`src/hw/rtl/fppid_pkg.sv`:
```
// Shared types, constants and helper functions of the fixed-point PID controller.
`default_nettype none

package fppid_pkg;

    // Fixed-point format and field widths.
    localparam int FRAC_BITS = 10;
    localparam int DATA_W    = 16;
    localparam int TIME_W    = 32;
    localparam int PER_W     = 10;
    localparam int ACC_W     = 48;
    localparam int CMD_W     = 2;
    localparam int CFG_IDX_W = 3;
    localparam int ERR_W     = DATA_W + 1;

    // Effective gain widths: scaled by 32, negated, and kd times up to 1000.
    localparam int KP_W = 22;
    localparam int KI_W = 22;
    localparam int KD_W = 32;

    // Working width of the output datapath.
    localparam int CALC_W = 52;

    // Gain derivation constants.
    localparam int GAIN_SHIFT  = 5;     // gains are scaled by 32
    localparam int PERIOD_BASE = 1000;  // milliseconds per second
    localparam int D_SHIFT     = 2;     // derivative term is divided by 4
    localparam int INV_W       = 10;

    // Shared iterative divider.
    localparam int DIV_NUM_W = DATA_W + GAIN_SHIFT;
    localparam int DIV_DEN_W = INV_W;
    localparam int DIV_CNT_W = $clog2(DIV_NUM_W + 1);

    // Stream word widths.
    localparam int S_FIELDS_W = 2 * TIME_W + 2 * DATA_W + 1;
    localparam int S_TDATA_W  = ((S_FIELDS_W + 7) / 8) * 8;
    localparam int M_TDATA_W  = DATA_W;
    localparam int M_TUSER_W  = 2;

    // Item commands.
    typedef enum logic [CMD_W-1:0] {
        CMD_TICK   = 2'd0,
        CMD_AUTO   = 2'd1,
        CMD_MANUAL = 2'd2,
        CMD_CLEAR  = 2'd3
    } t_cmd;

    // Configuration register indexes.
    typedef enum logic [CFG_IDX_W-1:0] {
        CFG_GAIN_P    = 3'd0,
        CFG_GAIN_I    = 3'd1,
        CFG_GAIN_D    = 3'd2,
        CFG_RAW_GAINS = 3'd3,
        CFG_PERIOD    = 3'd4,
        CFG_OUT_MIN   = 3'd5,
        CFG_OUT_MAX   = 3'd6,
        CFG_REVERSE   = 3'd7
    } t_cfg_idx;

    // Effective gains in use by the datapath.
    typedef struct packed {
        logic signed [KP_W-1:0] kp;
        logic signed [KI_W-1:0] ki;
        logic signed [KD_W-1:0] kd;
    } t_gains;

    // Gain derivation status toward the top level.
    typedef struct packed {
        logic   busy;
        t_gains gains;
    } t_gain_status;

    // One input item.
    typedef struct packed {
        t_cmd                     cmd;
        logic [TIME_W-1:0]        now;
        logic [DATA_W-1:0]        meas;
        logic [DATA_W-1:0]        sp;
        logic signed [DATA_W-1:0] ff;
        logic                     p_on_error;
        logic signed [DATA_W-1:0] manual;
    } t_item;

    // Controller state carried from item to item.
    typedef struct packed {
        logic signed [ACC_W-1:0]  acc;
        logic [DATA_W-1:0]        prev;
        logic [TIME_W-1:0]        last;
        logic                     auto_on;
        logic signed [DATA_W-1:0] held;
    } t_state;

    // Active output limits.
    typedef struct packed {
        logic signed [DATA_W-1:0] lo;
        logic signed [DATA_W-1:0] hi;
    } t_limits;

    // Saturate a value to [lo, hi].
    function automatic logic signed [CALC_W-1:0] f_clamp(
        input logic signed [CALC_W-1:0] i_v,
        input logic signed [CALC_W-1:0] i_lo,
        input logic signed [CALC_W-1:0] i_hi
    );
        logic signed [CALC_W-1:0] v_r;
        if (i_v > i_hi) begin
            v_r = i_hi;
        end else if (i_v < i_lo) begin
            v_r = i_lo;
        end else begin
            v_r = i_v;
        end
        return v_r;
    endfunction

    // Bring a value in output units into the fixed-point format.
    function automatic logic signed [CALC_W-1:0] f_scale(
        input logic signed [DATA_W-1:0] i_v
    );
        logic signed [CALC_W-1:0] v_w;
        v_w = CALC_W'(i_v);
        return v_w <<< FRAC_BITS;
    endfunction

endpackage

`default_nettype wire

```
`src/hw/rtl/fppid_core.sv`:
```
// Single-pass controller datapath: next state and output for one item.
`default_nettype none

module fppid_core (
    input  wire fppid_pkg::t_item              i_item,
    input  wire fppid_pkg::t_state             i_state,
    input  wire fppid_pkg::t_gains             i_gains,
    input  wire fppid_pkg::t_limits            i_lim,
    input  wire logic [fppid_pkg::PER_W-1:0]   i_period,
    output fppid_pkg::t_state                  o_next,
    output logic                               o_computed
);

    localparam int KPP_W = fppid_pkg::KP_W + fppid_pkg::ERR_W;
    localparam int KIP_W = fppid_pkg::KI_W + fppid_pkg::ERR_W;
    localparam int KDP_W = fppid_pkg::KD_W + fppid_pkg::ERR_W;

    logic signed [fppid_pkg::ERR_W-1:0]  w_err;
    logic signed [fppid_pkg::ERR_W-1:0]  w_dm;
    logic signed [fppid_pkg::ERR_W-1:0]  w_kp_opd;
    logic signed [KPP_W-1:0]             w_kp_prod;
    logic signed [KIP_W-1:0]             w_ki_prod;
    logic signed [KDP_W-1:0]             w_kd_prod;
    logic signed [fppid_pkg::CALC_W-1:0] w_lo;
    logic signed [fppid_pkg::CALC_W-1:0] w_hi;
    logic signed [fppid_pkg::CALC_W-1:0] w_ff;
    logic signed [fppid_pkg::CALC_W-1:0] w_acc;
    logic signed [fppid_pkg::CALC_W-1:0] w_acc_i;
    logic signed [fppid_pkg::CALC_W-1:0] w_acc_m;
    logic signed [fppid_pkg::CALC_W-1:0] w_acc_new;
    logic signed [fppid_pkg::CALC_W-1:0] w_pterm;
    logic signed [fppid_pkg::CALC_W-1:0] w_o_pi;
    logic signed [fppid_pkg::CALC_W-1:0] w_d_term;
    logic signed [fppid_pkg::CALC_W-1:0] w_o_pid;
    logic signed [fppid_pkg::CALC_W-1:0] w_o_lim;
    logic signed [fppid_pkg::CALC_W-1:0] w_drive;
    logic signed [fppid_pkg::CALC_W-1:0] w_seed;
    logic [fppid_pkg::TIME_W-1:0]        w_elapsed;
    logic                                w_ki_nz;
    logic                                w_kd_nz;
    logic                                w_due;

    // Error and measurement change.
    assign w_err = $signed({1'b0, i_item.sp}) - $signed({1'b0, i_item.meas});
    assign w_dm  = $signed({1'b0, i_item.meas}) - $signed({1'b0, i_state.prev});

    // Three products: proportional, integral and derivative.
    assign w_kp_opd  = i_item.p_on_error ? w_err : w_dm;
    assign w_kp_prod = $signed(i_gains.kp) * w_kp_opd;
    assign w_ki_prod = $signed(i_gains.ki) * w_err;
    assign w_kd_prod = $signed(i_gains.kd) * w_dm;

    assign w_ki_nz = (i_gains.ki != '0);
    assign w_kd_nz = (i_gains.kd != '0);

    // Limits and feedforward in fixed point.
    assign w_lo  = fppid_pkg::f_scale($signed(i_lim.lo));
    assign w_hi  = fppid_pkg::f_scale($signed(i_lim.hi));
    assign w_ff  = fppid_pkg::f_scale($signed(i_item.ff));
    assign w_acc = fppid_pkg::CALC_W'($signed(i_state.acc));

    // Integral accumulation, clamped to the limits less the feedforward.
    assign w_acc_i = w_ki_nz ?
                     fppid_pkg::f_clamp(w_acc + fppid_pkg::CALC_W'(w_ki_prod),
                                        w_lo - w_ff, w_hi - w_ff) : w_acc;

    // Proportional on measurement folds into the accumulator.
    assign w_acc_m = fppid_pkg::f_clamp(w_acc_i - fppid_pkg::CALC_W'(w_kp_prod),
                                        w_lo, w_hi);

    // Proportional on error adds the product to the accumulator when the integral gain is nonzero.
    assign w_pterm   = fppid_pkg::CALC_W'(w_kp_prod) +
                       (w_ki_nz ? w_acc_i : fppid_pkg::CALC_W'(0));
    assign w_acc_new = i_item.p_on_error ? w_acc_i : w_acc_m;
    assign w_o_pi    = i_item.p_on_error ? w_pterm : w_acc_m;

    // Derivative on measurement, floor-divided by 4.
    assign w_d_term = fppid_pkg::CALC_W'(w_kd_prod) >>> fppid_pkg::D_SHIFT;
    assign w_o_pid  = w_kd_nz ? (w_o_pi - w_d_term) : w_o_pi;

    // Feedforward, saturation and return to output units.
    assign w_o_lim = fppid_pkg::f_clamp(w_o_pid + w_ff, w_lo, w_hi);
    assign w_drive = w_o_lim >>> fppid_pkg::FRAC_BITS;

    // Accumulator seed for a mode change.
    assign w_seed = fppid_pkg::f_clamp(fppid_pkg::f_scale($signed(i_item.manual)),
                                       w_lo, w_hi);

    // Sample period check, modulo 2^32.
    assign w_elapsed = i_item.now - i_state.last;
    assign w_due     = (w_elapsed >= fppid_pkg::TIME_W'(i_period));

    // Command decode and state update.
    always_comb begin
        o_next     = i_state;
        o_computed = 1'b0;
        unique case (i_item.cmd)
            fppid_pkg::CMD_AUTO: begin
                if (!i_state.auto_on) begin
                    o_next.acc  = w_seed[fppid_pkg::ACC_W-1:0];
                    o_next.prev = i_item.meas;
                end
                o_next.auto_on = 1'b1;
            end
            fppid_pkg::CMD_MANUAL: begin
                if (i_state.auto_on) begin
                    o_next.acc  = w_seed[fppid_pkg::ACC_W-1:0];
                    o_next.prev = i_item.meas;
                end
                o_next.auto_on = 1'b0;
            end
            fppid_pkg::CMD_CLEAR: begin
                o_next.acc = '0;
            end
            fppid_pkg::CMD_TICK: begin
                if (i_state.auto_on && w_due && (i_item.meas != '0)) begin
                    o_next.acc  = w_acc_new[fppid_pkg::ACC_W-1:0];
                    o_next.held = w_drive[fppid_pkg::DATA_W-1:0];
                    o_next.prev = i_item.meas;
                    o_next.last = i_item.now;
                    o_computed  = 1'b1;
                end
            end
            default: begin
                o_computed = 1'b0;
            end
        endcase
    end

endmodule

`default_nettype wire

```
`config.mk`:
```
export PLATFORM = sky130hd
export DESIGN_NAME = fppid_core
export DESIGN_NICKNAME = d
export VERILOG_FILES = /design/src/hw/rtl/fppid_pkg.sv /design/src/hw/rtl/fppid_core.sv
export SDC_FILE = /design/constraint.sdc
export NUM_CORES = 2
export LEC_CHECK = 0
export ABC_AREA = 1
export ABC_CLOCK_PERIOD_IN_PS = 34500
export BUFFER_PORTS_ARGS = -buffer_cell sky130_fd_sc_hd__buf_2
export CORE_UTILIZATION = 34
export DETAILED_ROUTE_END_ITERATION = 10
export PLACE_DENSITY_LB_ADDON = 0.1
export SLEW_MARGIN = 5
export SYNTH_ARGS = -nofsm -noshare
export SYNTH_HDL_FRONTEND = slang
export SYNTH_SLANG_ARGS = --single-unit
export TNS_END_PERCENT = 10
```
`constraint.sdc`:
```
create_clock -name vclk -period 34.5
set_input_delay 1.725 -clock vclk [all_inputs]
set_output_delay 1.725 -clock vclk [all_outputs]
set_load 0.01 [all_outputs]
```
**After elaboration in Yosys (flattened, before gate mapping)**

Cells that the tools add are included.

- Register bits after elaboration: 0
- Output and inout bits: 114
- Word-level logic and storage cells: 56

- $add $sub $neg: 10
- Multiply operators: 3
- Order comparisons: 9
- Equal/unequal tests: 3
- Multiplexer cells: 25
- Reduce and logical (&&, ||, !) cells: 6

Operators with widths:

| operator | count |
|---|---|
| 52-bit two-way mux | 8 |
| 48-bit case mux with 4 select lines | 1 |
| 48-bit two-way mux | 3 |
| 64-bit two-way mux | 2 |
| 52-bit by 26-bit > comparator with 1-bit output | 2 |
| 52-bit by 26-bit less-than comparator with 1-bit output | 2 |
| 96-bit two-way mux | 1 |
| 22-bit by 17-bit multiplier with 39-bit output | 2 |
| 26-bit by 26-bit subtractor with 27-bit output | 2 |
| 39-bit by 52-bit adder with 52-bit output | 1 |
| 52-bit by 26-bit adder with 52-bit output | 1 |
| 26-bit two-way mux | 2 |
| 52-bit by 39-bit subtractor with 52-bit output | 1 |
| 52-bit by 47-bit subtractor with 52-bit output | 1 |
| 48-bit by 39-bit adder with 49-bit output | 1 |
| 49-bit by 27-bit > comparator with 1-bit output | 1 |
| 49-bit by 27-bit less-than comparator with 1-bit output | 1 |
| 32-bit by 17-bit multiplier with 49-bit output | 1 |
| 16-bit case mux with 3 select lines | 1 |
| 16-bit by 16-bit subtractor with 17-bit output | 2 |
| 32-bit by 10-bit greater-or-equal comparator with 1-bit output | 1 |
| 16-bit two-way mux | 2 |
| 32-bit two-way mux | 1 |
| 32-bit nonzero test | 1 |
| 12 further kinds | 15 |

**Depth between registers and ports, before layout**

- Word-level depth: 20
- Gate-level depth with buffers: 147

**Worst setup path before layout**

No wires, ideal clock.

- Path kind: input -> output
- Start: input i_item[33] (netlist bit)
- End: output o_next[10] (netlist bit)
- Data arrival time: 20,082 ps
- Required time: 32,775 ps
- Slack: 12,693 ps
- Stages: 130
- Cell sequence: inv_1 ha_1 fa_1 nand3b_1 nand2_1 nand2_1 nand2_1 nand2_1 nand2_1 nand2_1 nand2_1 a21oi_1 inv_1 nand2_1 nand2_1 a21oi_1 inv_1 nand3_1 (+94 left out) o21ai_0 xor2_1 ha_1 nand2_1 nor2_1 a211oi_1 o21ai_0 a221oi_1 o21ai_0 nand2_1 nand2_1 nand2_1 nand2_1 xnor2_1 clkbuf_1 nand3_1 nand3_1 nand2_1

RTL lines:

| element | RTL line | text |
|---|---|---|
| start, declared | fppid_core.sv:5 | `input wire fppid_pkg::t_item i_item,` |
| end, declared | fppid_core.sv:10 | `output fppid_pkg::t_state o_next,` |

==> key figures <==
Global route
  • Grt total ovfl: 0
  • Pin count of the biggest net entering global routing: 80
  • Gr usage total: 0.308
  • Antenna violations before repair: 27
  • Vias in the first global route: 77794
  • First-pass GRT wire length: 533000 um

Setup path
  • Startpoint Class: input pin
  • Arrival time worst endpoint: 28.43 ns
  • Critical Path Sink: o_next[3]
  • Critical path's largest stage delay: 1.09 ns
  • Worst Path Max Fanout: 40
  • Required @ worst endpoint: 32.78 ns
  • Most frequent cell on the critical path: nand2_1
  • Critical path startpoint: i_item[33]
  • CP endpoint kind: primary output
  • Worst path slowest cell: o21ai_0
  • Critical path class: input pin to primary output

Timing
  • Share of the clock period used by the worst path: 0.874
  • RSZ-0062 raised after global routing: false
  • Crit path time final: 30.16 ns
  • Final setup vio count: 0
  • Fmax: 33.2 MHz
  • Slew HR: 0.137
  • Total Neg Setup Slack: 0 ns
  • Worst slew pin tran: 1.29 ns
  • Hold Vio Cnt, Final: 0
  • Slew Limit Fails: 0

Routing
  • 1st-pass router iterations: 6
  • Detail-routed net length per standard cell: 25.0 um
  • DRC Markers: 0
  • DRT antenna net count: 0
  • Starting DRT DRC Count: 6481
  • Final WL: 363000 um
  • DR vias: 76554
  • DR vias/cell: 5.27

Synthesis
  • Post-Synth Adder-Cell Area: 0.495
  • Synth Area in Compound Gates: 0.122
  • Multiplexer area fraction after synthesis: 0.000507
  • Synth Instances: 11263
  • Post-synth top area cell: fa_1
  • Synth area leaders: fa_1, ha_1, inv_1, nand2_1, a21oi_1
  • Yosys top cell area share: 0.349
  • Synth Cell Area: 78900 um^2
  • Syn_area_per_cell: 7.01 um^2
  • Unique masters post-synth: 63
  • Synth Area in Simple Gates: 0.210
  • Largest family of logic cells by synthesized area: adder cells
  • Post-synth net total: 13889
  • Yosys Warn Count: 0
  • XOR/XNOR Fraction of Synth Area: 0.0365
  • Sequential share of the synthesized area: 0

Final layout
  • Register area: 0 um^2
  • Most frequent cells in the layout: inv_1, nand2_1, fa_1, nor2_1, ha_1
  • Share of cells above drive strength 1: 0.0574
  • Multi-input combinational cell area: 68300 um^2
  • Fillers: 25088
  • Synthesis-to-layout area growth: 6.97%
  • Layout sequential cell count: 0
  • Clkbuf count: 0
  • Commonest non-fill, non-tap cell in the layout: inv_1
  • Nets: 14102

Die
  • Boundary pin count: 444
  • DIE WIDTH: 484 um
  • Die area: 234000 um^2
  • Chip Height: 484 um
  • Initial core utilization: 0.343
  • # rows: 176
  • Core region area: 230000 um^2

Clock network
  • CTS resizes: 0
  • Number of hold-repair buffers added at the cts stage: 0
  • Post-CTS Setup Inserts: 0

Flow run
  • Max-cap viol count: 0

Placement
  • Hpwl dp: 321000 um
  • PortBufs: 444
  • Final GP Congestion: 1.04

Hold path
  • Hold_sp: i_state[10]
  • Min-Delay Path Class: input pin to primary output

Outcome
  • Run status: finished, final reports clean
logic make-up after synthesis:
kind of cell,count (synthesis)
mux,4
buf+inv,2823
simple gates,4103
xor+xnor,328
fa+ha+maj,2296
compound gates,1709
critical path: cells and delay by family:
family | cells | cell delay, ns
AND/OR/NAND/NOR | 58 | 8.95
AO/OA/AOI/OAI | 24 | 6.30
adder cells (fa/ha/maj) | 15 | 6.81
XOR/XNOR | 5 | 1.61
buffers and inverters | 19 | 2.89
cells in the mapped netlist, drive strengths merged (79+ instances only):
master	n
nand3	307
a21oi	779
o21ai	497
xnor2	130
nand4	87
ha	920
inv	2501
clkbuf	246
nor2	1014
a31oi	79
xor2	198
nand2	2503
o211ai	82
fa	1376
layout make-up:
cell class	instances	share of cell area
timing repair buffer	522	0.0334
inverter	2512	0.112
antenna	15	0.000445
tap	3026	0.0449
multi-input combinational	8440	0.810
per-stage QoR:
stage / hold slack [ns] / setup WS [ns] / cells / util / area (um^2)
after floorplan: 3.57 / 12.69 / 11263 / - / 78900
after global placement: 3.74 / 4.38 / 14499 / 0.366 / 84300
after detailed placement: 3.73 / 4.70 / 14500 / 0.366 / 84400
after CTS: 3.74 / 4.57 / 14500 / 0.366 / 84400
after global routing: 3.76 / 2.79 / 14508 / 0.366 / 84400
final: 3.74 / 4.34 / 14515 / 0.366 / 84400
worst min-delay path by stage:
stage	endpoint	slack, ns	cells after the start
finish	o_next[10]	3.74	4
global route	o_next[10]	3.76	4
CTS	o_next[10]	3.74	4
detailed placement	o_next[10]	3.73	4
global placement	o_next[11]	3.74	4
floorplan	o_next[48]	3.57	2
metal layers:
metal | GRT usage | routed length (um)
met1 | 0.440 | 166000
met2 | 0.483 | 160000
met3 | 0.0330 | 22900
met4 | 0.0956 | 13800
met5 | 0 | 77
