`src/hw/rtl/fppid_pkg.sv`:
```
// Shared types, constants and helper functions of the fixed-point PID controller.
`default_nettype none

package fppid_pkg;

    // Fixed-point format and field widths.
    localparam int FRAC_BITS = 10;
    localparam int DATA_W    = 16;
    localparam int TIME_W    = 32;
    localparam int PER_W     = 10;
    localparam int ACC_W     = 48;
    localparam int CMD_W     = 2;
    localparam int CFG_IDX_W = 3;
    localparam int ERR_W     = DATA_W + 1;

    // Effective gain widths: scaled by 32, negated, and kd times up to 1000.
    localparam int KP_W = 22;
    localparam int KI_W = 22;
    localparam int KD_W = 32;

    // Working width of the output datapath.
    localparam int CALC_W = 52;

    // Gain derivation constants.
    localparam int GAIN_SHIFT  = 5;     // gains are scaled by 32
    localparam int PERIOD_BASE = 1000;  // milliseconds per second
    localparam int D_SHIFT     = 2;     // derivative term is divided by 4
    localparam int INV_W       = 10;

    // Shared iterative divider.
    localparam int DIV_NUM_W = DATA_W + GAIN_SHIFT;
    localparam int DIV_DEN_W = INV_W;
    localparam int DIV_CNT_W = $clog2(DIV_NUM_W + 1);

    // Stream word widths.
    localparam int S_FIELDS_W = 2 * TIME_W + 2 * DATA_W + 1;
    localparam int S_TDATA_W  = ((S_FIELDS_W + 7) / 8) * 8;
    localparam int M_TDATA_W  = DATA_W;
    localparam int M_TUSER_W  = 2;

    // Item commands.
    typedef enum logic [CMD_W-1:0] {
        CMD_TICK   = 2'd0,
        CMD_AUTO   = 2'd1,
        CMD_MANUAL = 2'd2,
        CMD_CLEAR  = 2'd3
    } t_cmd;

    // Configuration register indexes.
    typedef enum logic [CFG_IDX_W-1:0] {
        CFG_GAIN_P    = 3'd0,
        CFG_GAIN_I    = 3'd1,
        CFG_GAIN_D    = 3'd2,
        CFG_RAW_GAINS = 3'd3,
        CFG_PERIOD    = 3'd4,
        CFG_OUT_MIN   = 3'd5,
        CFG_OUT_MAX   = 3'd6,
        CFG_REVERSE   = 3'd7
    } t_cfg_idx;

    // Effective gains in use by the datapath.
    typedef struct packed {
        logic signed [KP_W-1:0] kp;
        logic signed [KI_W-1:0] ki;
        logic signed [KD_W-1:0] kd;
    } t_gains;

    // Gain derivation status toward the top level.
    typedef struct packed {
        logic   busy;
        t_gains gains;
    } t_gain_status;

    // One input item.
    typedef struct packed {
        t_cmd                     cmd;
        logic [TIME_W-1:0]        now;
        logic [DATA_W-1:0]        meas;
        logic [DATA_W-1:0]        sp;
        logic signed [DATA_W-1:0] ff;
        logic                     p_on_error;
        logic signed [DATA_W-1:0] manual;
    } t_item;

    // Controller state carried from item to item.
    typedef struct packed {
        logic signed [ACC_W-1:0]  acc;
        logic [DATA_W-1:0]        prev;
        logic [TIME_W-1:0]        last;
        logic                     auto_on;
        logic signed [DATA_W-1:0] held;
    } t_state;

    // Active output limits.
    typedef struct packed {
        logic signed [DATA_W-1:0] lo;
        logic signed [DATA_W-1:0] hi;
    } t_limits;

    // Saturate a value to [lo, hi].
    function automatic logic signed [CALC_W-1:0] f_clamp(
        input logic signed [CALC_W-1:0] i_v,
        input logic signed [CALC_W-1:0] i_lo,
        input logic signed [CALC_W-1:0] i_hi
    );
        logic signed [CALC_W-1:0] v_r;
        if (i_v > i_hi) begin
            v_r = i_hi;
        end else if (i_v < i_lo) begin
            v_r = i_lo;
        end else begin
            v_r = i_v;
        end
        return v_r;
    endfunction

    // Bring a value in output units into the fixed-point format.
    function automatic logic signed [CALC_W-1:0] f_scale(
        input logic signed [DATA_W-1:0] i_v
    );
        logic signed [CALC_W-1:0] v_w;
        v_w = CALC_W'(i_v);
        return v_w <<< FRAC_BITS;
    endfunction

endpackage

`default_nettype wire

```
`src/hw/rtl/fppid_div.sv`:
```
// Iterative restoring unsigned divider, one quotient bit per cycle.
`default_nettype none

module fppid_div (
    input  wire logic                                i_clk,
    input  wire logic                                i_rst_n,
    input  wire logic                                i_start,
    input  wire logic [fppid_pkg::DIV_NUM_W-1:0]     i_num,
    input  wire logic [fppid_pkg::DIV_DEN_W-1:0]     i_den,
    output logic                                     o_done,
    output logic [fppid_pkg::DIV_NUM_W-1:0]          o_quo
);

    logic                                r_busy;
    logic                                r_done;
    logic [fppid_pkg::DIV_CNT_W-1:0]     r_cnt;
    logic [fppid_pkg::DIV_DEN_W-1:0]     r_rem;
    logic [fppid_pkg::DIV_NUM_W-1:0]     r_quo;
    logic [fppid_pkg::DIV_DEN_W-1:0]     r_den;

    logic [fppid_pkg::DIV_DEN_W:0]       w_trial;
    logic [fppid_pkg::DIV_DEN_W:0]       w_diff;
    logic                                w_fit;
    logic [fppid_pkg::DIV_DEN_W-1:0]     n_rem;

    // Shift in the next dividend bit and try to subtract the divisor.
    assign w_trial = {r_rem, r_quo[fppid_pkg::DIV_NUM_W-1]};
    assign w_diff  = w_trial - {1'b0, r_den};
    assign w_fit   = (w_trial >= {1'b0, r_den});
    assign n_rem   = w_fit ? w_diff[fppid_pkg::DIV_DEN_W-1:0]
                           : w_trial[fppid_pkg::DIV_DEN_W-1:0];

    // Step counter and completion pulse.
    always_ff @(posedge i_clk) begin
        if (!i_rst_n) begin
            r_busy <= 1'b0;
            r_done <= 1'b0;
            r_cnt  <= '0;
        end else begin
            r_done <= 1'b0;
            if (i_start) begin
                r_busy <= 1'b1;
                r_cnt  <= fppid_pkg::DIV_CNT_W'(fppid_pkg::DIV_NUM_W);
            end else if (r_busy) begin
                r_cnt <= r_cnt - 1'b1;
                if (r_cnt == fppid_pkg::DIV_CNT_W'(1)) begin
                    r_busy <= 1'b0;
                    r_done <= 1'b1;
                end
            end
        end
    end

    // Partial remainder and quotient shift register.
    always_ff @(posedge i_clk) begin
        if (i_start) begin
            r_rem <= '0;
            r_quo <= i_num;
            r_den <= i_den;
        end else if (r_busy) begin
            r_rem <= n_rem;
            r_quo <= {r_quo[fppid_pkg::DIV_NUM_W-2:0], w_fit};
        end
    end

    assign o_done = r_done;
    assign o_quo  = r_quo;

endmodule

`default_nettype wire

```
`src/hw/rtl/fppid_gains.sv`:
```
// Sequencer that derives the effective gains from the tuning registers.
`default_nettype none

module fppid_gains (
    input  wire logic                               i_clk,
    input  wire logic                               i_rst_n,
    input  wire logic                               i_start,
    input  wire logic signed [fppid_pkg::DATA_W-1:0] i_gain_p,
    input  wire logic signed [fppid_pkg::DATA_W-1:0] i_gain_i,
    input  wire logic signed [fppid_pkg::DATA_W-1:0] i_gain_d,
    input  wire logic                               i_raw,
    input  wire logic [fppid_pkg::PER_W-1:0]        i_period,
    input  wire logic                               i_reverse,
    output fppid_pkg::t_gain_status                 o_status
);

    typedef enum logic [2:0] {
        G_IDLE,
        G_LOAD,
        G_INV,
        G_KI_START,
        G_KI
    } t_gstate;

    t_gstate                              r_state;
    logic [fppid_pkg::INV_W-1:0]          r_inv;
    fppid_pkg::t_gains                    r_gains;

    logic                                 w_div_start;
    logic [fppid_pkg::DIV_NUM_W-1:0]      w_div_num;
    logic [fppid_pkg::DIV_DEN_W-1:0]      w_div_den;
    logic                                 w_div_done;
    logic [fppid_pkg::DIV_NUM_W-1:0]      w_div_quo;

    logic [fppid_pkg::PER_W-1:0]          w_per;
    logic signed [fppid_pkg::DIV_NUM_W-1:0] w_gi32;
    logic [fppid_pkg::DIV_NUM_W-1:0]      w_gi_mag;
    logic signed [fppid_pkg::KP_W-1:0]    w_kp_scaled;
    logic signed [fppid_pkg::KI_W-1:0]    w_ki_pos;
    logic signed [fppid_pkg::KI_W-1:0]    w_ki_scaled;
    logic signed [fppid_pkg::DATA_W+fppid_pkg::INV_W:0] w_kd_prod;
    logic signed [fppid_pkg::KD_W-1:0]    w_kd_scaled;
    logic signed [fppid_pkg::KP_W-1:0]    w_kp_sel;
    logic signed [fppid_pkg::KI_W-1:0]    w_ki_sel;
    logic signed [fppid_pkg::KD_W-1:0]    w_kd_sel;
    fppid_pkg::t_gains                    n_gains;

    // A zero period acts as one; the scaled integral gain divides by 1000 / period.
    assign w_per    = (i_period == '0) ? fppid_pkg::PER_W'(1) : i_period;
    assign w_gi32   = $signed({i_gain_i, {fppid_pkg::GAIN_SHIFT{1'b0}}});
    assign w_gi_mag = w_gi32[fppid_pkg::DIV_NUM_W-1] ? -w_gi32 : w_gi32;

    // Divider operands: first 1000 / period, then the integral gain magnitude.
    assign w_div_start = (r_state == G_LOAD) || (r_state == G_KI_START);
    assign w_div_num   = (r_state == G_LOAD) ?
                         fppid_pkg::DIV_NUM_W'(fppid_pkg::PERIOD_BASE) : w_gi_mag;
    assign w_div_den   = (r_state == G_LOAD) ? w_per : r_inv;

    fppid_div u_div (
        .i_clk   (i_clk),
        .i_rst_n (i_rst_n),
        .i_start (w_div_start),
        .i_num   (w_div_num),
        .i_den   (w_div_den),
        .o_done  (w_div_done),
        .o_quo   (w_div_quo)
    );

    // Scaled gains; the integral quotient truncates toward zero.
    assign w_kp_scaled = $signed({i_gain_p, {fppid_pkg::GAIN_SHIFT{1'b0}}});
    assign w_ki_pos    = $signed({1'b0, w_div_quo});
    assign w_ki_scaled = i_gain_i[fppid_pkg::DATA_W-1] ? -w_ki_pos : w_ki_pos;
    assign w_kd_prod   = i_gain_d * $signed({1'b0, r_inv});
    assign w_kd_scaled = fppid_pkg::KD_W'(w_kd_prod) <<< fppid_pkg::GAIN_SHIFT;

    // Raw or scaled, then the direction sign.
    assign w_kp_sel = i_raw ? fppid_pkg::KP_W'(i_gain_p) : w_kp_scaled;
    assign w_ki_sel = i_raw ? fppid_pkg::KI_W'(i_gain_i) : w_ki_scaled;
    assign w_kd_sel = i_raw ? fppid_pkg::KD_W'(i_gain_d) : w_kd_scaled;

    always_comb begin
        n_gains.kp = i_reverse ? -w_kp_sel : w_kp_sel;
        n_gains.ki = i_reverse ? -w_ki_sel : w_ki_sel;
        n_gains.kd = i_reverse ? -w_kd_sel : w_kd_sel;
    end

    // Sequencer state, the reciprocal period and the gain registers.
    always_ff @(posedge i_clk) begin
        if (!i_rst_n) begin
            r_state <= G_IDLE;
            r_inv   <= fppid_pkg::INV_W'(1);
            r_gains <= '0;
        end else if (i_start) begin
            r_state <= G_LOAD;
        end else begin
            unique case (r_state)
                G_IDLE: begin
                    r_state <= G_IDLE;
                end
                G_LOAD: begin
                    r_state <= G_INV;
                end
                G_INV: begin
                    if (w_div_done) begin
                        r_inv   <= (w_div_quo == '0) ? fppid_pkg::INV_W'(1)
                                                     : w_div_quo[fppid_pkg::INV_W-1:0];
                        r_state <= G_KI_START;
                    end
                end
                G_KI_START: begin
                    r_state <= G_KI;
                end
                G_KI: begin
                    if (w_div_done) begin
                        r_gains <= n_gains;
                        r_state <= G_IDLE;
                    end
                end
                default: begin
                    r_state <= G_IDLE;
                end
            endcase
        end
    end

    assign o_status.busy  = (r_state != G_IDLE);
    assign o_status.gains = r_gains;

endmodule

`default_nettype wire

```
`config.mk`:
```
export PLATFORM = sky130hd
export DESIGN_NAME = fppid_gains
export DESIGN_NICKNAME = d
export VERILOG_FILES = /design/src/hw/rtl/fppid_pkg.sv /design/src/hw/rtl/fppid_div.sv /design/src/hw/rtl/fppid_gains.sv
export SDC_FILE = /design/constraint.sdc
export NUM_CORES = 1
export LEC_CHECK = 0
export ABC_AREA = 1
export BUFFER_PORTS_ARGS = -buffer_cell sky130_fd_sc_hd__buf_2
export CAP_MARGIN = 10
export CORE_MARGIN = 2
export CORE_UTILIZATION = 56
export DETAILED_ROUTE_END_ITERATION = 12
export GPL_ROUTABILITY_DRIVEN = 0
export PLACE_DENSITY = 0.85
export SETUP_SLACK_MARGIN = 0.1
export SLEW_MARGIN = 20
export SYNTH_ARGS = -nofsm -noshare
export SYNTH_HDL_FRONTEND = slang
export SYNTH_SLANG_ARGS = --single-unit
```
`constraint.sdc`:
```
create_clock -name i_clk -period 17.9 [get_ports i_clk]
set_input_delay 3.58 -clock i_clk [delete_from_list [all_inputs] [get_ports i_clk]]
set_output_delay 3.58 -clock i_clk [all_outputs]
set_load 0.005 [all_outputs]
```
Yosys cells after proc, flatten, opt, wreduce, memory -nomap -nowiden:

Cells that the tools add are included.

* word-level logic and storage cells: 71
* input bits: 63
* flip-flop bits (word level): 137
* output and inout bits: 77

* add/subtract/negate cells: 7
* reduce and logical (&&, ||, !) cells: 12
* order comparisons: 1
* equal/unequal tests: 9
* bitwise operators: 3
* mux-type cells: 25
* $mul: 1

Operators with widths (count)
* 22-bit 2-to-1 mux: 4
* 21-bit 2-to-1 mux: 4
* 32-bit 2-to-1 mux: 2
* 21-bit negator with 22-bit output: 2
* 10-bit 2-to-1 mux: 4
* 32-bit negator: 1
* 16-bit by 11-bit multiplier with 27-bit output: 1
* 22-bit negator: 1
* 21-bit zero test: 1
* 21-bit negator: 1
* 20-bit 2-to-1 mux: 1
* 3-bit case mux with 4 select lines: 1
* 11-bit by 10-bit >= comparator with 1-bit output: 1
* 10-bit zero test: 1
* 5-bit 2-to-1 mux: 2
* 10-bit subtractor: 1
* 3-bit by 2-bit == test with 1-bit output (second input constant): 2
* 3-bit 2-to-1 mux: 2
* 3-bit by 2-bit != test with 1-bit output (second input constant): 2
* 3-bit AND reduction: 2
* 5-bit by 1-bit == test with 1-bit output (second input constant): 1
* 1-bit 2-to-1 mux: 5
* 5-bit by 1-bit subtractor with 5-bit output (second input constant): 1
* 2-bit by 1-bit != test with 1-bit output (second input constant): 2
* 9 further kinds: 13

Depth between registers and ports, before layout:

Gate-level depths: netlist (run 1).

* word-level depth: 5
* mapped depth: 33
* depth with buffers taken out: 31

By module:

From an unflattened synthesis (run 1), not the netlist that was laid out.

* cells, all modules: 2454
* area total of the unflattened synthesis: 16256.8 um2

Modules (own cells, without submodules)
* fppid_gains: instances 1, area each 13664.4 um2, seq. area each 1781.7 um2, cells an instance 2135
* fppid_div: instances 1, area each 2592.5 um2, seq. area each 1271.2 um2, cells an instance 319

Worst setup path before layout (run 1):

OpenSTA, ideal clock, no wires.

* path type: input port to flip-flop
* start: input port i_gain_d[15] in the netlist's numbering
* end: register r_gains (netlist bit o_status[30])
* buffers on the path: 1
* data arrival time: 8591 ps
* library setup time: 109 ps
* required time: 17791 ps
* path slack: 9200 ps
* stages on the path: 28
* cells stage by stage: clkbuf_1 -> nand2_1 -> inv_1 -> fa_1 -> inv_1 -> fa_1 -> inv_1 -> fa_1 -> fa_1 -> inv_1 -> fa_1 -> inv_1 -> ha_1 -> nand2_1 -> nor2_1 -> nand2_1 -> nor2_1 -> nand2_1 -> nand3_1 -> nand2_1 -> nand3_1 -> nand3_1 -> o21ai_0 -> nand3_1 -> nand2_1 -> nand3_1 -> nand2_1 -> inv_1

* word-level cells in the longest chain between the ends: 4

Ends and longest elaborated chain
* from (decl): line fppid_gains.sv:10 `input wire logic signed [fppid_pkg::DATA_W-1:0] i_gain_d,`
* 16-bit by 11-bit multiplier with 27-bit output: line fppid_gains.sv:73 `assign w_kd_prod = i_gain_d * $signed({1'b0, r_inv});`
* 32-bit 2-to-1 mux *: line fppid_gains.sv:79 `assign w_kd_sel = i_raw ? fppid_pkg::KD_W'(i_gain_d) : w_kd_scaled;`
* 32-bit negator: line fppid_gains.sv:84 `n_gains.kd = i_reverse ? -w_kd_sel : w_kd_sel;`
* 32-bit 2-to-1 mux *: line fppid_gains.sv:84
* to (signal assigned): line fppid_gains.sv:115 `r_gains <= n_gains;`
* to (decl): line fppid_gains.sv:27 `fppid_pkg::t_gains r_gains;`

Mark *: on every way between the ends. The rest lies on a longest branch, timed or not.
A chain may end at the register's enable or synchronous reset.

Final worst setup path (run 1):

Same ends and word-level chain as after synthesis.

==> results of run 1 <==
-- path summary, 6_finish.rpt --
| path | startpoint | endpoint | slack [ns] |
|---|---|---|---|
| min | o_status[75] | o_status[75] | 0.47 |
| min reg2reg | o_status[75] | o_status[75] | 0.47 |
| max | i_gain_d[15] | o_status[30] | 9.12 |
| max reg2reg | r_inv[2] | o_status[26] | 11.65 |
-- layout by cell type (no fill, tap or decap), types with 5 or more instances in the layout --
cell type  synthesis  final
a21oi_1          109    108
a31oi_1            9      9
buf_2             17    139
buf_4              0      7
clkbuf_16          0     18
dfxtp_1          106    106
edfxtp_1          31     31
fa_1             146    146
ha_1              78     78
inv_1            535    535
inv_6              1      6
nand2_1          592    592
nand3_1          140    140
nand3_2            5      5
nand3b_1           8      8
nand4_1           20     20
nor2_1           169    167
nor2_2             9     11
nor3_1            19     18
o211ai_1          19     19
o21ai_0          128    128
o21ai_1           11     11
o221ai_1           7      7
o22ai_1           11     11
or2_2              9      9
xnor2_1           15     15
xor2_1            43     43
-- routing by layer --
metal | GRT usage [%] | share of wire [%] | vias to the layer above | routed length, um
li1 | - | - | 7378 | -
met1 | 35.12 | 39 | 7249 | 16690
met2 | 51.91 | 50 | 682 | 21280
met3 | 4.074 | 6.3 | 183 | 2718
met4 | 14.72 | 4.9 | 2 | 2109
met5 | 0 | 0.030 | - | 13
-- power by group through the flow --
stage               Combinational (mW)  Sequential [mW]  Clock (mW)
CTS                              0.215            0.339       0.368
global route                     0.247            0.341       0.380
finish                           0.219            0.340       0.367
global placement                 0.205            0.346           0
floorplan                        0.164            0.343           0
detailed placement               0.212            0.346           0
-- per-stage QoR --
stage                     power [mW]  cell area [um^2]
after floorplan               0.5071             15880
after global placement        0.5501             16660
after detailed placement      0.5584             16660
after CTS                     0.9216             17270
after global routing          0.9677             17270
final                         0.9258             17270
-- logic make-up (layout without fill, tap and decap cells) --
family | after synthesis | after routing | synth area share [%]
muxes | 2 | 2 | 0.1418
adders and majority gates | 224 | 224 | 24.56
buffers and inverters | 641 | 718 | 15.58
other | 0 | 1 | 0
AOI/OAI and AO/OA | 315 | 315 | 11.03
xor gates and xnor gates | 58 | 58 | 3.200
DFF | 137 | 137 | 19.23
and+or+nand+nor | 993 | 993 | 26.27
-- registers in the layout (all words and copies together), names as in the netlist --
| signal | count |
|---|---|
| u_div.r_den | 10 |
| r_state | 3 |
| o_status | 76 |
| u_div.o_done | 1 |
| u_div.r_busy | 1 |
| u_div.o_quo | 21 |
| r_inv | 10 |
| u_div.r_cnt | 5 |
| u_div.r_rem | 10 |
-- worst min-delay path, cell delays in order (launching register included) --
cell and delay (ns):
dfxtp_1 0.31, nand2_1 0.06, a21oi_1 0.05
-- final cells by class --
type | instances | area (um^2)
tap | 378 | 473.0
sequential | 137 | 3053
multi-input combinational | 1592 | 10360
timing repair buffer | 146 | 748.2
antenna | 1 | 2.502
clock buffer | 18 | 450.4
inverter | 540 | 2032
fill | 2450 | 10580
clock inverter | 14 | 151.4
==> results.yml, run 1 <==
sta:
  clock_skew_ns: 0.01465
  whs_ns: 0.4654
  fin_crit_ns: 8.776
  relSlewSlack_pct: 27.53
  max_freq_mhz: 113.9
  tightest_slew_ns: 1.087
  fin_tns_setup_ns: 0
  fin_ws_ns: 9.124
  hold_viol_final: 0
  setup_viol: 0
  rsz0062_at_grt: "false"
  finalCritPeriodShare_pct: 49.03
  drv_slew: 0
clock_tree:
  cts_root_buffer: "clkbuf_16"
  path_clk_slew_ns: 0.07
  cts_max_path_buffers: 2
  clock_sink_count: 137
  cts_tree: "built"
  cts_setup_buffers: 0
  cts_resized: 0
  numCtsBuffers: 17
  insertion_delay_ns: 0.43
  htreeDepth: 4
  holdBufCountCts: 0
place:
  place_inst: 2793
  dpl_worst_slack_ns: 8.715
  port-buffer-count: 139
  hpwl_mm: 32.63
drt:
  wire_per_inst_um: 15.15
  dr.pass1.iters: 6
  ant_nets: 0
  drc: 0
  drt_iter0_drc: 1544
  wirelength_mm: 42.81
  via_per_inst: 5.483
  num_vias: 15490
global_route:
  grt_max_degree: 124
  first_global_vias: 15030
  grt_pass1_wl_mm: 70.30
  grt.total_usage_pct: 29.44
  antenna_found_initial: 2
  grt_overflow: 0
logic_synthesis:
  ys_warn_count: 0
  ys.flop_type: "dfxtp_1"
  yosysSeqAreaShare_pct: 19.23
  synth_top_area_share_pct: 18.41
  syn-cell-area_mm2: 0.01588
  syn_inst: 2370
  yosys-top-cells-count: "nand2_1 (592), inv_1 (535), nor2_1 (169)"
  synth_area_leaders: "fa_1 (18%), nand2_1 (14%), dfxtp_1 (13%), inv_1 (13%), ha_1 (6.1%)"
  synth_edf_count: 31
  synth.largest_area_cell: "fa_1"
  synth_most_common_cell: "nand2_1"
  syn_nets: 2657
  ys_types: 51
  async_flop_share_pct: 0
  avgSynthCellArea_um2: 6.699
  ys_ff_latch: 137
pwr:
  intPower_uw: 608.7
  power_leakage_nw: 9.826
  seqPwrFrac_pct: 36.7
  ir_worst_vdd_mv: 0.06520
  power_frac_comb_pct: 23.7
  swShare_pct: 34.24
  power_frac_clock_pct: 39.6
  switchingPower_uw: 317.0
  power_density_mw_per_mm2: 53.59
floorplanning:
  start_util_pct: 56.99
  dieArea_mm2: 0.02971
  ios: 140
  core_mm2: 0.02786
  fp-row-count: 61
  die_w_um: 172.4
  chipHeight_um: 172.4
cells_and_area:
  nets: 2721
  drive_gt1_share_pct: 9.195
  fin_util_pct: 62.01
  area_growth_pct: 8.803
  final_cells: 2826
critical_path:
  crit_path_end_kind: "flop"
  cp-start-kind: "input port"
  critPathKind: "in2reg"
  cp_data_arrival_time_ns: 9.10
  cp_max_fo: 12
  reg2reg_depth: 24
  crit_path_frequent_cell: "inv_1"
  cpPeakStageDelay_ns: 0.64
  worstPathRequired_ns: 18.23
  cp_num_buf_inv: 7
  crit_slowest_cell: "fa_1"
  crit_cells: 27
  cp_top_family: "adder cells"
worst_hold_path:
  min-delay-path-class: "reg2reg"
  whs_path_depth: 2
job:
  drv_cap: 0
status:
  status: "finished, final reports clean"
Power figures use the tool's default switching activity.
==> run 2, diff against run 1 <==
--- a/config.mk
+++ b/config.mk
@@ -5,14 +5,14 @@
 export SDC_FILE = /design/constraint.sdc
 export NUM_CORES = 1
 export LEC_CHECK = 0
-export ABC_AREA = 1
+export ABC_AREA = 0
 export BUFFER_PORTS_ARGS = -buffer_cell sky130_fd_sc_hd__buf_2
 export CAP_MARGIN = 10
 export CORE_MARGIN = 2
 export CORE_UTILIZATION = 56
 export DETAILED_ROUTE_END_ITERATION = 12
 export GPL_ROUTABILITY_DRIVEN = 0
-export PLACE_DENSITY = 0.85
+export PLACE_DENSITY = 0.88
 export SETUP_SLACK_MARGIN = 0.1
 export SLEW_MARGIN = 20
 export SYNTH_ARGS = -nofsm -noshare
==> constraint.sdc (replaced) <==
create_clock -name i_clk -period 7.85 [get_ports i_clk]
set_input_delay 1.57 -clock i_clk [delete_from_list [all_inputs] [get_ports i_clk]]
set_output_delay 1.57 -clock i_clk [all_outputs]
set_load 0.005 [all_outputs]
==> results.yml, run 2 <==
critical_path:
  cp_data_arrival_time_ns: 7.84
  cp-startpoint: "i_gain_d[15]"
  reg2reg_to: "o_status[24]"
  cpPeakStageDelay_ns: 0.65
  r2r_slack_ns: 0.85
  endpoint: "o_status[30]"
  worstPathRequired_ns: 8.23
  cp_num_buf_inv: 5
  cp_max_fo: 14
  cp-start-kind: "input port"
  critPathKind: "in2reg"
  cp_cell_sequence: "buf_2 -> and2_1 -> fa_1 -> inv_1 -> fa_1 -> inv_1 -> fa_1 -> fa_1 -> inv_1 -> fa_1 -> inv_1 -> ha_1 -> a21oi_1 -> o21ai_0 -> or3_1 -> nor3_1 -> nor3_1 -> o21ai_0 -> or4b_2 -> mux2i_1 -> a311o_1"
  crit_path_end_kind: "flop"
  crit_path_frequent_cell: "fa_1"
  crit_cells: 21
  cp_top_family: "adder cells"
  r2r_start: "r_inv[4]"
  crit_slowest_cell: "fa_1"
  reg2reg_depth: 19
drt:
  wirelength_mm: 42.30
  top_layer: "met4"
  wire_per_inst_um: 18.25
  m1WireLength_mm: 16.23
  via_per_inst: 6.148
  wl_met3_mm: 3.314
  drc: 0
  wl_met2_mm: 21.04
  ant_nets: 0
  num_vias: 14250
  drt_iter0_drc: 1716
  dr.pass1.iters: 6
floorplanning:
  core_mm2: 0.02695
  chipHeight_um: 169.6
  fp-row-count: 60
  dieArea_mm2: 0.02876
  die_w_um: 169.6
  start_util_pct: 56.98
  ios: 140
sta:
  relSlewSlack_pct: 27.00
  fin_ws_ns: 0.3915
  tightest_slew_ns: 1.091
  max_freq_mhz: 134.1
  drv_slew: 0
  rsz0062_at_grt: "true"
  fin_tns_setup_ns: 0
  hold_viol_final: 0
  finalCritPeriodShare_pct: 95.01
  setup_viol: 0
  fin_crit_ns: 7.459
  clock_skew_ns: 0.01673
global_route:
  first_global_vias: 14110
  grt_max_degree: 92
  grt_pass1_wl_mm: 69.39
  grt.total_usage_pct: 29.84
  grt_overflow: 0
  antenna_found_initial: 2
cells_and_area:
  nFillCells: 2186
  layout_commonest_cell: "inv_1"
  area_growth_pct: 9.288
  drive_gt1_share_pct: 11.65
  largest_reg_flops: 76
  most-common-layout-cells: "inv_1 (235), nand2_1 (214), fa_1 (145)"
  nets: 2250
clock_tree:
  numCtsBuffers: 17
  htreeDepth: 4
  cts_setup_buffers: 0
  path_clk_slew_ns: 0.07
  cts_root_buffer: "clkbuf_16"
  cts_tree: "built"
  cts_max_path_buffers: 2
  clock_sink_count: 137
  insertion_delay_ns: 0.43
place:
  dpl_worst_slack_ns: -0.04797
  hpwl_mm: 31.38
  port-buffer-count: 139
logic_synthesis:
  synthSimpleGateAreaFrac_pct: 21.75
  synth_area_leaders: "fa_1 (19%), dfxtp_1 (14%), ha_1 (6.4%), edfxtp_1 (6.1%), inv_1 (5.8%)"
  ys_types: 80
  async_flop_share_pct: 0
  avgSynthCellArea_um2: 8.104
  synth_top_family_by_area: "adder cells"
  yosysSeqAreaShare_pct: 19.88
  synth.largest_area_cell: "fa_1"
  synthAdderAreaFrac_pct: 25.39
  yosys-top-cells-count: "inv_1 (236), nand2_1 (214), fa_1 (146)"
  synth_most_common_cell: "inv_1"
  synth_compound_area_share_pct: 15.75
  synthXorXnorAreaFrac_pct: 5.361
  synth_top_area_share_pct: 19.03
  ys.flop_type: "dfxtp_1"
  syn-cell-area_mm2: 0.01536
  synth_edf_count: 31
  ys_warn_count: 0
  synth.area.mux_share_pct: 3.381
  syn_nets: 2182
  ys_ff_latch: 137
  syn_inst: 1895
status:
  status: "finished, final reports clean"
pwr:
  power_density_mw_per_mm2: 122.6
  ir_worst_vdd_mv: 0.1303
  power_leakage_nw: 7.620
job:
  drv_cap: 0
worst_hold_path:
  min-delay-path-class: "reg2reg"
-- run 2: kinds of logic (layout without fill, tap and decap cells) --
family	after synthesis	after routing
simple gates	669	669
compound gates	378	378
buf+inv	343	423
fa+ha+maj	224	224
flops	137	137
xor+xnor	94	94
mux	50	50
other cells	0	2
-- run 2: layer usage --
layer | GRT usage, % | vias to the layer above
met3 | 4.524 | 153
met1 | 36.90 | 6829
met5 | 0 | -
met4 | 12.82 | 0
li1 | - | 6531
met2 | 51.91 | 738
-- run 2: cell type report --
class / instances / area [um^2] / area share (%)
multi-input combinational: 1415 / 11020 / 65.67
sequential: 137 / 3053 / 18.19
inverter: 238 / 893.4 / 5.323
timing repair buffer: 154 / 810.8 / 4.831
clock buffer: 18 / 439.2 / 2.617
tap: 341 / 426.7 / 2.542
clock inverter: 13 / 133.9 / 0.7977
antenna: 2 / 5.005 / 0.02982
-- run 2: where the power goes --
part	internal (mW)	switching, mW	total (mW)
sequential	0.753	0.0362	0.789
clock	0.452	0.342	0.794
combinational	0.178	0.297	0.475
total	1.38	0.676	2.06
-- run 2: worst min-delay path by stage --
stage                         startpoint              to  cells past startpoint
after global placement      o_status[71]    o_status[71]                      2
final                       o_status[19]    o_status[19]                      2
after detailed placement    o_status[12]    o_status[12]                      2
after global routing        o_status[20]    o_status[20]                      2
after CTS                   o_status[12]    o_status[12]                      2
after floorplan           u_div.r_rem[9]  u_div.r_rem[9]                      2
-- run 2: timing repair --
action | in CTS | in global routing
hold buffers | 0 | 0
endpoints found under the setup margin | 0 | 2
gates resized for setup | 0 | 2
-- run 2: worst min-delay path: cells and delay by family (launching register included) --
kind	cells	cell delay (ns)
compound gates	1	0.05
flops	1	0.31
simple gates	1	0.05
-- run 2: metrics by stage --
step	total power [mW]	cells	util [%]	hold WS, ns	instance area (um^2)
2_1_floorplan	1.134	1895	-	0.4389	15360
3_3_place_gp	1.239	2285	60.07	0.4389	16190
3_5_place_dp	1.258	2285	60.07	0.4411	16190
4_1_cts	2.045	2316	62.20	0.4495	16760
5_1_grt	2.140	2316	62.26	0.4781	16780
6_report	2.058	2318	62.27	0.4504	16780
